### config.mk
export PLATFORM = sky130hd
export DESIGN_NAME = route_table_update_lookup_flat
export DESIGN_NICKNAME = d
export VERILOG_FILES = /design/src/rtl/core/rtul_pkg.sv /design/src/rtl/core/rtul_if.sv /design/src/rtl/core/route_table_update_lookup.sv /design/src/flat_wrapper.sv
export SDC_FILE = /design/constraint.sdc
export NUM_CORES = 1
export LEC_CHECK = 0
export BUFFER_PORTS_ARGS = -buffer_cell sky130_fd_sc_hd__buf_2
export CAP_MARGIN = 20
export CORE_ASPECT_RATIO = 1.75
export CORE_MARGIN = 10
export CORE_UTILIZATION = 54
export CTS_CLUSTER_SIZE = 24
export DETAILED_ROUTE_END_ITERATION = 12
export PLACE_DENSITY = 0.7
export SETUP_SLACK_MARGIN = 0.5
export SLEW_MARGIN = 5
export SYNTH_ARGS = -nofsm -noshare
export SYNTH_HDL_FRONTEND = slang
export SYNTH_SLANG_ARGS = --single-unit
### constraint.sdc
create_clock -name clk -period 15.56 [get_ports clk]
set_clock_uncertainty 0.2 [all_clocks]
set_input_delay 2.334 -clock clk [delete_from_list [all_inputs] [get_ports clk]]
set_output_delay 2.334 -clock clk [all_outputs]
set_load 0.01 [all_outputs]
### src/rtl/core/rtul_pkg.sv
// Shared constants and types for the routing table update and lookup block.
package rtul_pkg;

    // Default table size; one entry is the implicit self route.
    localparam int TABLE_ENTRIES_DEF = 8;

    // Configuration port geometry.
    localparam int ADDR_W = 4;
    localparam int DATA_W = 64;

    // Register select, taken from the 8-byte word address bit.
    localparam logic REG_OWN_ADDR = 1'b0;
    localparam logic REG_HYST     = 1'b1;

    // Reset value of the metric hysteresis register.
    localparam logic [7:0] HYST_RESET = 8'd5;

    // Result status codes.
    typedef enum logic [2:0] {
        ST_HIT       = 3'd0,
        ST_MISS      = 3'd1,
        ST_INSERTED  = 3'd2,
        ST_UPDATED   = 3'd3,
        ST_UNCHANGED = 3'd4,
        ST_FULL      = 3'd5,
        ST_OWN       = 3'd6
    } status_t;

    // Request types.
    localparam logic REQ_UPDATE = 1'b0;
    localparam logic REQ_LOOKUP = 1'b1;

endpackage

### src/rtl/core/rtul_if.sv
// Request and response channel interfaces of the routing table block.
interface rtul_req_if;
    logic              valid;
    logic              ready;
    logic              req_type;
    logic [63:0]       dest_addr;
    logic [7:0]        report_hops;
    logic signed [7:0] link_metric;
    logic [15:0]       report_seq;

    modport source (output valid, req_type, dest_addr, report_hops, link_metric, report_seq,
                    input ready);
    modport sink   (input valid, req_type, dest_addr, report_hops, link_metric, report_seq,
                    output ready);
endinterface

interface rtul_rsp_if;
    logic              valid;
    logic              ready;
    logic [2:0]        status;
    logic [63:0]       next_hop_addr;
    logic [7:0]        route_hops;
    logic signed [7:0] route_metric;
    logic [15:0]       route_seq;

    modport source (output valid, status, next_hop_addr, route_hops, route_metric, route_seq,
                    input ready);
    modport sink   (input valid, status, next_hop_addr, route_hops, route_metric, route_seq,
                    output ready);
endinterface

### src/rtl/core/route_table_update_lookup.sv
// Top level of the routing table: update reports, route lookups and config registers.
//
//   Channel | Direction | Handshake    | Carries
//   --------+-----------+--------------+-------------------------------------------
//   req     | in        | valid/ready  | request type, destination, hops, metric, seq
//   rsp     | out       | valid/ready  | status, next hop, hops, metric, seq
//   apb     | in        | psel/penable | own address (0x0), metric hysteresis (0x8)
//
// One request per cycle while the response is not stalled: a request is held in the
// input register, where all table slots are compared in parallel, and is then written
// to the result register.
// The table is updated at the same edge the response is registered, so the next
// request always sees the effect of the previous one.
// Reset clears all slot valid bits, the own address and sets the hysteresis to 5.
// A stalled response holds the result register; one more request still enters the
// input register before req.ready drops.
module route_table_update_lookup #(
    parameter int TABLE_ENTRIES = rtul_pkg::TABLE_ENTRIES_DEF
) (
    input  logic                       clk,
    input  logic                       rst_n,
    input  logic                       psel,
    input  logic                       penable,
    input  logic                       pwrite,
    input  logic [rtul_pkg::ADDR_W-1:0] paddr,
    input  logic [rtul_pkg::DATA_W-1:0] pwdata,
    output logic [rtul_pkg::DATA_W-1:0] prdata,
    output logic                       pready,
    rtul_req_if.sink                   req,
    rtul_rsp_if.source                 rsp
);

    localparam int SlotCount = TABLE_ENTRIES - 1;

    // Configuration registers.
    logic [63:0] own_addr_reg;
    logic [7:0]  hyst_reg;

    // Input register.
    logic              in_valid_reg;
    logic              in_type_reg;
    logic [63:0]       in_dest_reg;
    logic [7:0]        in_hops_reg;
    logic signed [7:0] in_metric_reg;
    logic [15:0]       in_seq_reg;

    // Result register.
    logic                  out_valid_reg;
    rtul_pkg::status_t     out_status_reg;
    logic [63:0]           out_nh_reg;
    logic [7:0]            out_hops_reg;
    logic signed [7:0]     out_metric_reg;
    logic [15:0]           out_seq_reg;

    // Table slots.
    logic [SlotCount-1:0]     slot_valid_reg;
    logic [63:0]              slot_dest_reg   [SlotCount];
    logic [7:0]               slot_hops_reg   [SlotCount];
    logic signed [7:0]        slot_metric_reg [SlotCount];
    logic [15:0]              slot_seq_reg    [SlotCount];

    logic                  accept;
    logic                  advance;
    logic                  cfg_write;
    logic [SlotCount-1:0]  match;
    logic [SlotCount-1:0]  free;
    logic [SlotCount-1:0]  free_first;
    logic [SlotCount-1:0]  ins_sel;
    logic [SlotCount-1:0]  upd_sel;
    logic                  own_hit;
    logic                  found;
    logic [7:0]            rd_hops;
    logic [7:0]            rd_metric;
    logic [15:0]           rd_seq;
    logic signed [8:0]     metric_diff;
    logic [8:0]            metric_abs;
    logic                  upd_ok;
    rtul_pkg::status_t     status_next;
    logic [63:0]           nh_next;
    logic [7:0]            hops_next;
    logic [7:0]            metric_next;
    logic [15:0]           seq_next;

    // Handshake control.
    assign advance   = in_valid_reg && (!out_valid_reg || rsp.ready);
    assign req.ready = !in_valid_reg || advance;
    assign accept    = req.valid && req.ready;

    // Configuration port.
    assign pready    = 1'b1;
    assign cfg_write = psel && penable && pwrite;
    assign prdata    = (paddr[3] == rtul_pkg::REG_HYST) ? {56'd0, hyst_reg} : own_addr_reg;

    always_ff @(posedge clk or negedge rst_n)
    begin
        if (!rst_n)
        begin
            own_addr_reg <= '0;
            hyst_reg     <= rtul_pkg::HYST_RESET;
        end
        else if (cfg_write)
        begin
            if (paddr[3] == rtul_pkg::REG_HYST)
            begin
                hyst_reg <= pwdata[7:0];
            end
            else
            begin
                own_addr_reg <= pwdata;
            end
        end
    end

    // Input register control.
    always_ff @(posedge clk or negedge rst_n)
    begin
        if (!rst_n)
        begin
            in_valid_reg <= 1'b0;
        end
        else if (accept)
        begin
            in_valid_reg <= 1'b1;
        end
        else if (advance)
        begin
            in_valid_reg <= 1'b0;
        end
    end

    // Input register payload.
    always_ff @(posedge clk)
    begin
        if (accept)
        begin
            in_type_reg   <= req.req_type;
            in_dest_reg   <= req.dest_addr;
            in_hops_reg   <= req.report_hops;
            in_metric_reg <= req.link_metric;
            in_seq_reg    <= req.report_seq;
        end
    end

    // Parallel compare against every slot and one-hot read of the matching one.
    always_comb
    begin
        rd_hops   = '0;
        rd_metric = '0;
        rd_seq    = '0;
        for (int i = 0; i < SlotCount; i++)
        begin
            match[i] = slot_valid_reg[i] && (slot_dest_reg[i] == in_dest_reg);
            rd_hops   = rd_hops   | (slot_hops_reg[i] & {8{match[i]}});
            rd_metric = rd_metric | (slot_metric_reg[i] & {8{match[i]}});
            rd_seq    = rd_seq    | (slot_seq_reg[i] & {16{match[i]}});
        end
    end

    assign own_hit    = (in_dest_reg == own_addr_reg);
    assign found      = |match;
    assign free       = ~slot_valid_reg;
    assign free_first = free & (~free + SlotCount'(1));

    // Metric difference and replacement condition.
    assign metric_diff = $signed({rd_metric[7], rd_metric})
                       - $signed({in_metric_reg[7], in_metric_reg});
    assign metric_abs  = metric_diff[8] ? 9'(-metric_diff) : 9'(metric_diff);
    assign upd_ok      = (rd_seq < in_seq_reg) && (metric_abs > {1'b0, hyst_reg});

    // Request decision.
    always_comb
    begin
        status_next = rtul_pkg::ST_MISS;
        nh_next     = '0;
        hops_next   = '0;
        metric_next = '0;
        seq_next    = '0;
        ins_sel     = '0;
        upd_sel     = '0;
        if (in_type_reg == rtul_pkg::REQ_LOOKUP)
        begin
            if (own_hit)
            begin
                status_next = rtul_pkg::ST_HIT;
                nh_next     = own_addr_reg;
            end
            else if (found)
            begin
                status_next = rtul_pkg::ST_HIT;
                nh_next     = in_dest_reg;
                hops_next   = rd_hops;
                metric_next = rd_metric;
                seq_next    = rd_seq;
            end
        end
        else
        begin
            if (own_hit)
            begin
                status_next = rtul_pkg::ST_OWN;
            end
            else if (found)
            begin
                if (upd_ok)
                begin
                    status_next = rtul_pkg::ST_UPDATED;
                    upd_sel     = match;
                end
                else
                begin
                    status_next = rtul_pkg::ST_UNCHANGED;
                end
            end
            else if (|free)
            begin
                status_next = rtul_pkg::ST_INSERTED;
                ins_sel     = free_first;
            end
            else
            begin
                status_next = rtul_pkg::ST_FULL;
            end
        end
    end

    // Slot valid bits.
    always_ff @(posedge clk or negedge rst_n)
    begin
        if (!rst_n)
        begin
            slot_valid_reg <= '0;
        end
        else if (advance)
        begin
            slot_valid_reg <= slot_valid_reg | ins_sel;
        end
    end

    // Slot contents.
    always_ff @(posedge clk)
    begin
        if (advance)
        begin
            for (int i = 0; i < SlotCount; i++)
            begin
                if (ins_sel[i])
                begin
                    slot_dest_reg[i]   <= in_dest_reg;
                    slot_hops_reg[i]   <= in_hops_reg;
                    slot_metric_reg[i] <= in_metric_reg;
                    slot_seq_reg[i]    <= in_seq_reg;
                end
                else if (upd_sel[i])
                begin
                    slot_metric_reg[i] <= in_metric_reg;
                end
            end
        end
    end

    // Result register control.
    always_ff @(posedge clk or negedge rst_n)
    begin
        if (!rst_n)
        begin
            out_valid_reg <= 1'b0;
        end
        else if (advance)
        begin
            out_valid_reg <= 1'b1;
        end
        else if (rsp.ready)
        begin
            out_valid_reg <= 1'b0;
        end
    end

    // Result register payload.
    always_ff @(posedge clk)
    begin
        if (advance)
        begin
            out_status_reg <= status_next;
            out_nh_reg     <= nh_next;
            out_hops_reg   <= hops_next;
            out_metric_reg <= metric_next;
            out_seq_reg    <= seq_next;
        end
    end

    assign rsp.valid         = out_valid_reg;
    assign rsp.status        = out_status_reg;
    assign rsp.next_hop_addr = out_nh_reg;
    assign rsp.route_hops    = out_hops_reg;
    assign rsp.route_metric  = out_metric_reg;
    assign rsp.route_seq     = out_seq_reg;

endmodule

### src/flat_wrapper.sv
// flat-port wrapper written by rule: the top's interface ports become plain ports
module route_table_update_lookup_flat 
#(
    parameter int TABLE_ENTRIES = rtul_pkg::TABLE_ENTRIES_DEF
)
  (clk, rst_n, psel, penable, pwrite, paddr, pwdata, prdata, pready, req_valid, req_req_type, req_dest_addr, req_report_hops, req_link_metric, req_report_seq, req_ready, rsp_valid, rsp_status, rsp_next_hop_addr, rsp_route_hops, rsp_route_metric, rsp_route_seq, rsp_ready);
  rtul_req_if req_i ();
  rtul_rsp_if rsp_i ();
  input  logic clk;
  input  logic rst_n;
  input  logic psel;
  input  logic penable;
  input  logic pwrite;
  input  logic [rtul_pkg::ADDR_W-1:0] paddr;
  input  logic [rtul_pkg::DATA_W-1:0] pwdata;
  output logic [rtul_pkg::DATA_W-1:0] prdata;
  output logic pready;
  input wire logic [$bits(req_i.valid)-1:0] req_valid;
  input wire logic [$bits(req_i.req_type)-1:0] req_req_type;
  input wire logic [$bits(req_i.dest_addr)-1:0] req_dest_addr;
  input wire logic [$bits(req_i.report_hops)-1:0] req_report_hops;
  input wire logic [$bits(req_i.link_metric)-1:0] req_link_metric;
  input wire logic [$bits(req_i.report_seq)-1:0] req_report_seq;
  output wire logic [$bits(req_i.ready)-1:0] req_ready;
  output wire logic [$bits(rsp_i.valid)-1:0] rsp_valid;
  output wire logic [$bits(rsp_i.status)-1:0] rsp_status;
  output wire logic [$bits(rsp_i.next_hop_addr)-1:0] rsp_next_hop_addr;
  output wire logic [$bits(rsp_i.route_hops)-1:0] rsp_route_hops;
  output wire logic [$bits(rsp_i.route_metric)-1:0] rsp_route_metric;
  output wire logic [$bits(rsp_i.route_seq)-1:0] rsp_route_seq;
  input wire logic [$bits(rsp_i.ready)-1:0] rsp_ready;
  assign req_i.valid = req_valid;
  assign req_i.req_type = req_req_type;
  assign req_i.dest_addr = req_dest_addr;
  assign req_i.report_hops = req_report_hops;
  assign req_i.link_metric = req_link_metric;
  assign req_i.report_seq = req_report_seq;
  assign req_ready = req_i.ready;
  assign rsp_valid = rsp_i.valid;
  assign rsp_status = rsp_i.status;
  assign rsp_next_hop_addr = rsp_i.next_hop_addr;
  assign rsp_route_hops = rsp_i.route_hops;
  assign rsp_route_metric = rsp_i.route_metric;
  assign rsp_route_seq = rsp_i.route_seq;
  assign rsp_i.ready = rsp_ready;
  route_table_update_lookup #(.TABLE_ENTRIES(TABLE_ENTRIES)) u_core (.clk(clk), .rst_n(rst_n), .psel(psel), .penable(penable), .pwrite(pwrite), .paddr(paddr), .pwdata(pwdata), .prdata(prdata), .pready(pready), .req(req_i), .rsp(rsp_i));
endmodule
==> metrics <==
cts repair resizes 0; Hold WC Path Type flop to flop; max reg flops 448; Antenna Cells 0; initial core utilization 0.5463; Slew @ Worst Pin approximately 1300 ps; Inst Count DP 3734; PwrDens between 100 and 150 mW/mm^2; Clock Tree Root clkbuf_16; Clock Path Buffers 3; Worst setup EP type flop; achievable frequency 0.1131 GHz; top cell type's share of synthesized area 0.6636; Placeable Area 0.07189 sq mm; Clock Latency Late Sink approximately 680 ps; Area Growth Syn to Fin 15.03%; Clk pin slew, worst setup/hold paths about 60 ps; Worst slew margin 0.1520; Seq cells post-synth 949; final setup violation count 0; Mapped Avg Cell Area roughly 16 sq um; via count approximately 24000; sum of negative setup slack 0 ps; most instantiated cells after synthesis edfxtp_1, xnor2_1, xor2_1, nor2b_1, nand4_1; share of cells above drive strength 1 0.2278; Netlist cell types 71; # DRC 0; peak supply drop 71.65 uV; largest net degree at the start of global routing 70; cell area after synthesis 0.03928 sq mm; RePlAce Congestion 0.9535; H-tree lvl count 3; final WL around 110000 microns; global-route wire length before repair 162600 microns; gr ovfl total 0; EDFF count, synth between 800 and 900; outcome finished clean; Yosys top cell by area edfxtp_1; vias in the first global route 24084; Final #Nets 3102; Worst Setup Start Kind flop; LEAKAGE 0.01573 uW; Starting DRT DRC Count 2513; Final min period between 8000 and 9000 ps; crit path kind flop to flop; DP HPWL 75280 microns; Die Span Y 376.8 microns; Area contributors post-synth edfxtp_1, xnor2_1, dfrtp_1; initial antenna violation count 3; RSZ-0062 raised after global routing no; Post-CTS Hold Fix Bufs 0; final number of hold-violating endpoints 0; port buffer count 333; CTS tree yes; Crit Path Max Fanout 33; Site Rows between 100 and 150; max cap viols 0; Async S/R FF share, synth 0.08535; clk sink count roughly 950; Post-Syn Nets ~2700; Slew Viols, Final 0; all-layer global routing usage 0.2622; share of the yosys chip area belonging to registers 0.7153; most frequent cell after synthesis edfxtp_1; drt pass-1 iters 6; Syn. warnings 0; Die W 223.9 microns; WP data required 15650 ps; worst path arrival time 8930 ps; post-route ant nets 0; CTS Buf Count 84; postcts setup bufs 0; predominant post-synthesis flop cell edfxtp_1; fin crit share 0.5683; Finished Layout Cells 3891; area of placed instances approximately 0.042 sq mm; full die area roughly 0.084 sq mm; Via density 6.090; Final Cell Area 0.04518 sq mm; WL/cell 28.86 microns; Synth Instances 2504; IO Count 338
placed cells by master, fill, tap and decap left out, types with 32 or more instances in the layout:
cell / count
a222oi_1: 34
a22o_1: 41
a22oi_1: 64
buf_2: 332
buf_4: 94
clkbuf_16: 88
dfrtp_1: 79
edfxtp_1: 868
ha_1: 32
inv_1: 73
mux2_2: 80
nand2_1: 47
nand2b_1: 73
nand3_1: 38
nand4_1: 90
nor2_1: 33
nor2b_1: 91
nor4_1: 57
xnor2_1: 299
xor2_1: 109
path summary, 6_finish.rpt:
kind                       depth (start not counted)                   start  slack, ps                      endpoint
max                                               26  u_core.in_dest_reg[33]       6720  u_core.slot_metric_reg[1][4]
min                                                1      u_core.hyst_reg[4]        340            u_core.hyst_reg[4]
max reg2reg                                       26  u_core.in_dest_reg[33]       6720  u_core.slot_metric_reg[1][4]
min reg2reg                                        1      u_core.hyst_reg[4]        340            u_core.hyst_reg[4]
max in group asynchronous                          2                   rst_n      12650      u_core.slot_valid_reg[2]
min in group asynchronous                          1                   rst_n       1360       u_core.own_addr_reg[24]
worst max-delay path: stages (launching register included):
cell	delay, ps
edfxtp_1	880
nor2b_1	120
a2111o_1	380
nor4_1	1010
nand3_1	280
nor2_2	150
buf_4	450
a22oi_1	130
and3_1	230
ha_1	220
fa_1	420
nand2b_1	200
a2111oi_0	380
a211oi_1	160
o21ai_1	460
nor2_1	80
a21oi_1	200
ha_1	280
nor2b_1	130
o21a_1	160
o21ai_0	160
a21oi_1	80
o31ai_1	650
a21oi_1	180
nand3_1	130
o31a_1	320
o22ai_1	410
metrics by stage:
stage / total power (uW) / hold slack, ps / util / setup WS [ps]
6_report: 5560 / 337.9 / 0.6284 / 6717
3_5_place_dp: 3480 / 319.6 / 0.5888 / 6732
2_1_floorplan: 3245 / 263.4 / - / 2639
5_1_grt: 5732 / 359.2 / 0.6284 / 6290
4_1_cts: 5591 / 337.1 / 0.6281 / 6713
3_3_place_gp: 3468 / 299.9 / 0.5884 / 6822
final cells by class:
cell class,count,area (sq um)
clock buffer,113,2386
clock inverter,43,440.4
fill,5245,26710
inverter,95,356.6
multi-input combinational,1339,10330
sequential,949,28090
tap,924,1156
timing repair buffer,428,2415
routing by layer:
metal | track usage | wire length [microns] | vias up
met5 | 0 | 0 | -
met4 | 0.1394 | 5848 | 0
met3 | 0.04209 | 8681 | 217
met2 | 0.4378 | 55650 | 1234
met1 | 0.3229 | 42120 | 11987
li1 | - | - | 10258
cells by family (layout without fill, tap and decap cells):
group                      after synthesis  count (layout)  share of synthesized area
AOI/OAI and AO/OA                      308             308                    0.06145
other                                    1               1                 0.00009548
muxes                                   80              80                    0.02294
xor gates and xnor gates               408             408                    0.09098
adders and majority gates               33              33                    0.01070
and+or+nand+nor                        509             509                    0.07509
DFF                                    949             949                     0.7153
buffers and inverters                  216             679                    0.02345
power breakdown:
part / switching, uW / total [uW] / internal [uW]
Sequential: 93.2 / 2960 / 2870
Clock: 920 / 2130 / 1210
Combinational: 276 / 467 / 191
No activity file was read; power rests on OpenSTA's default activity.
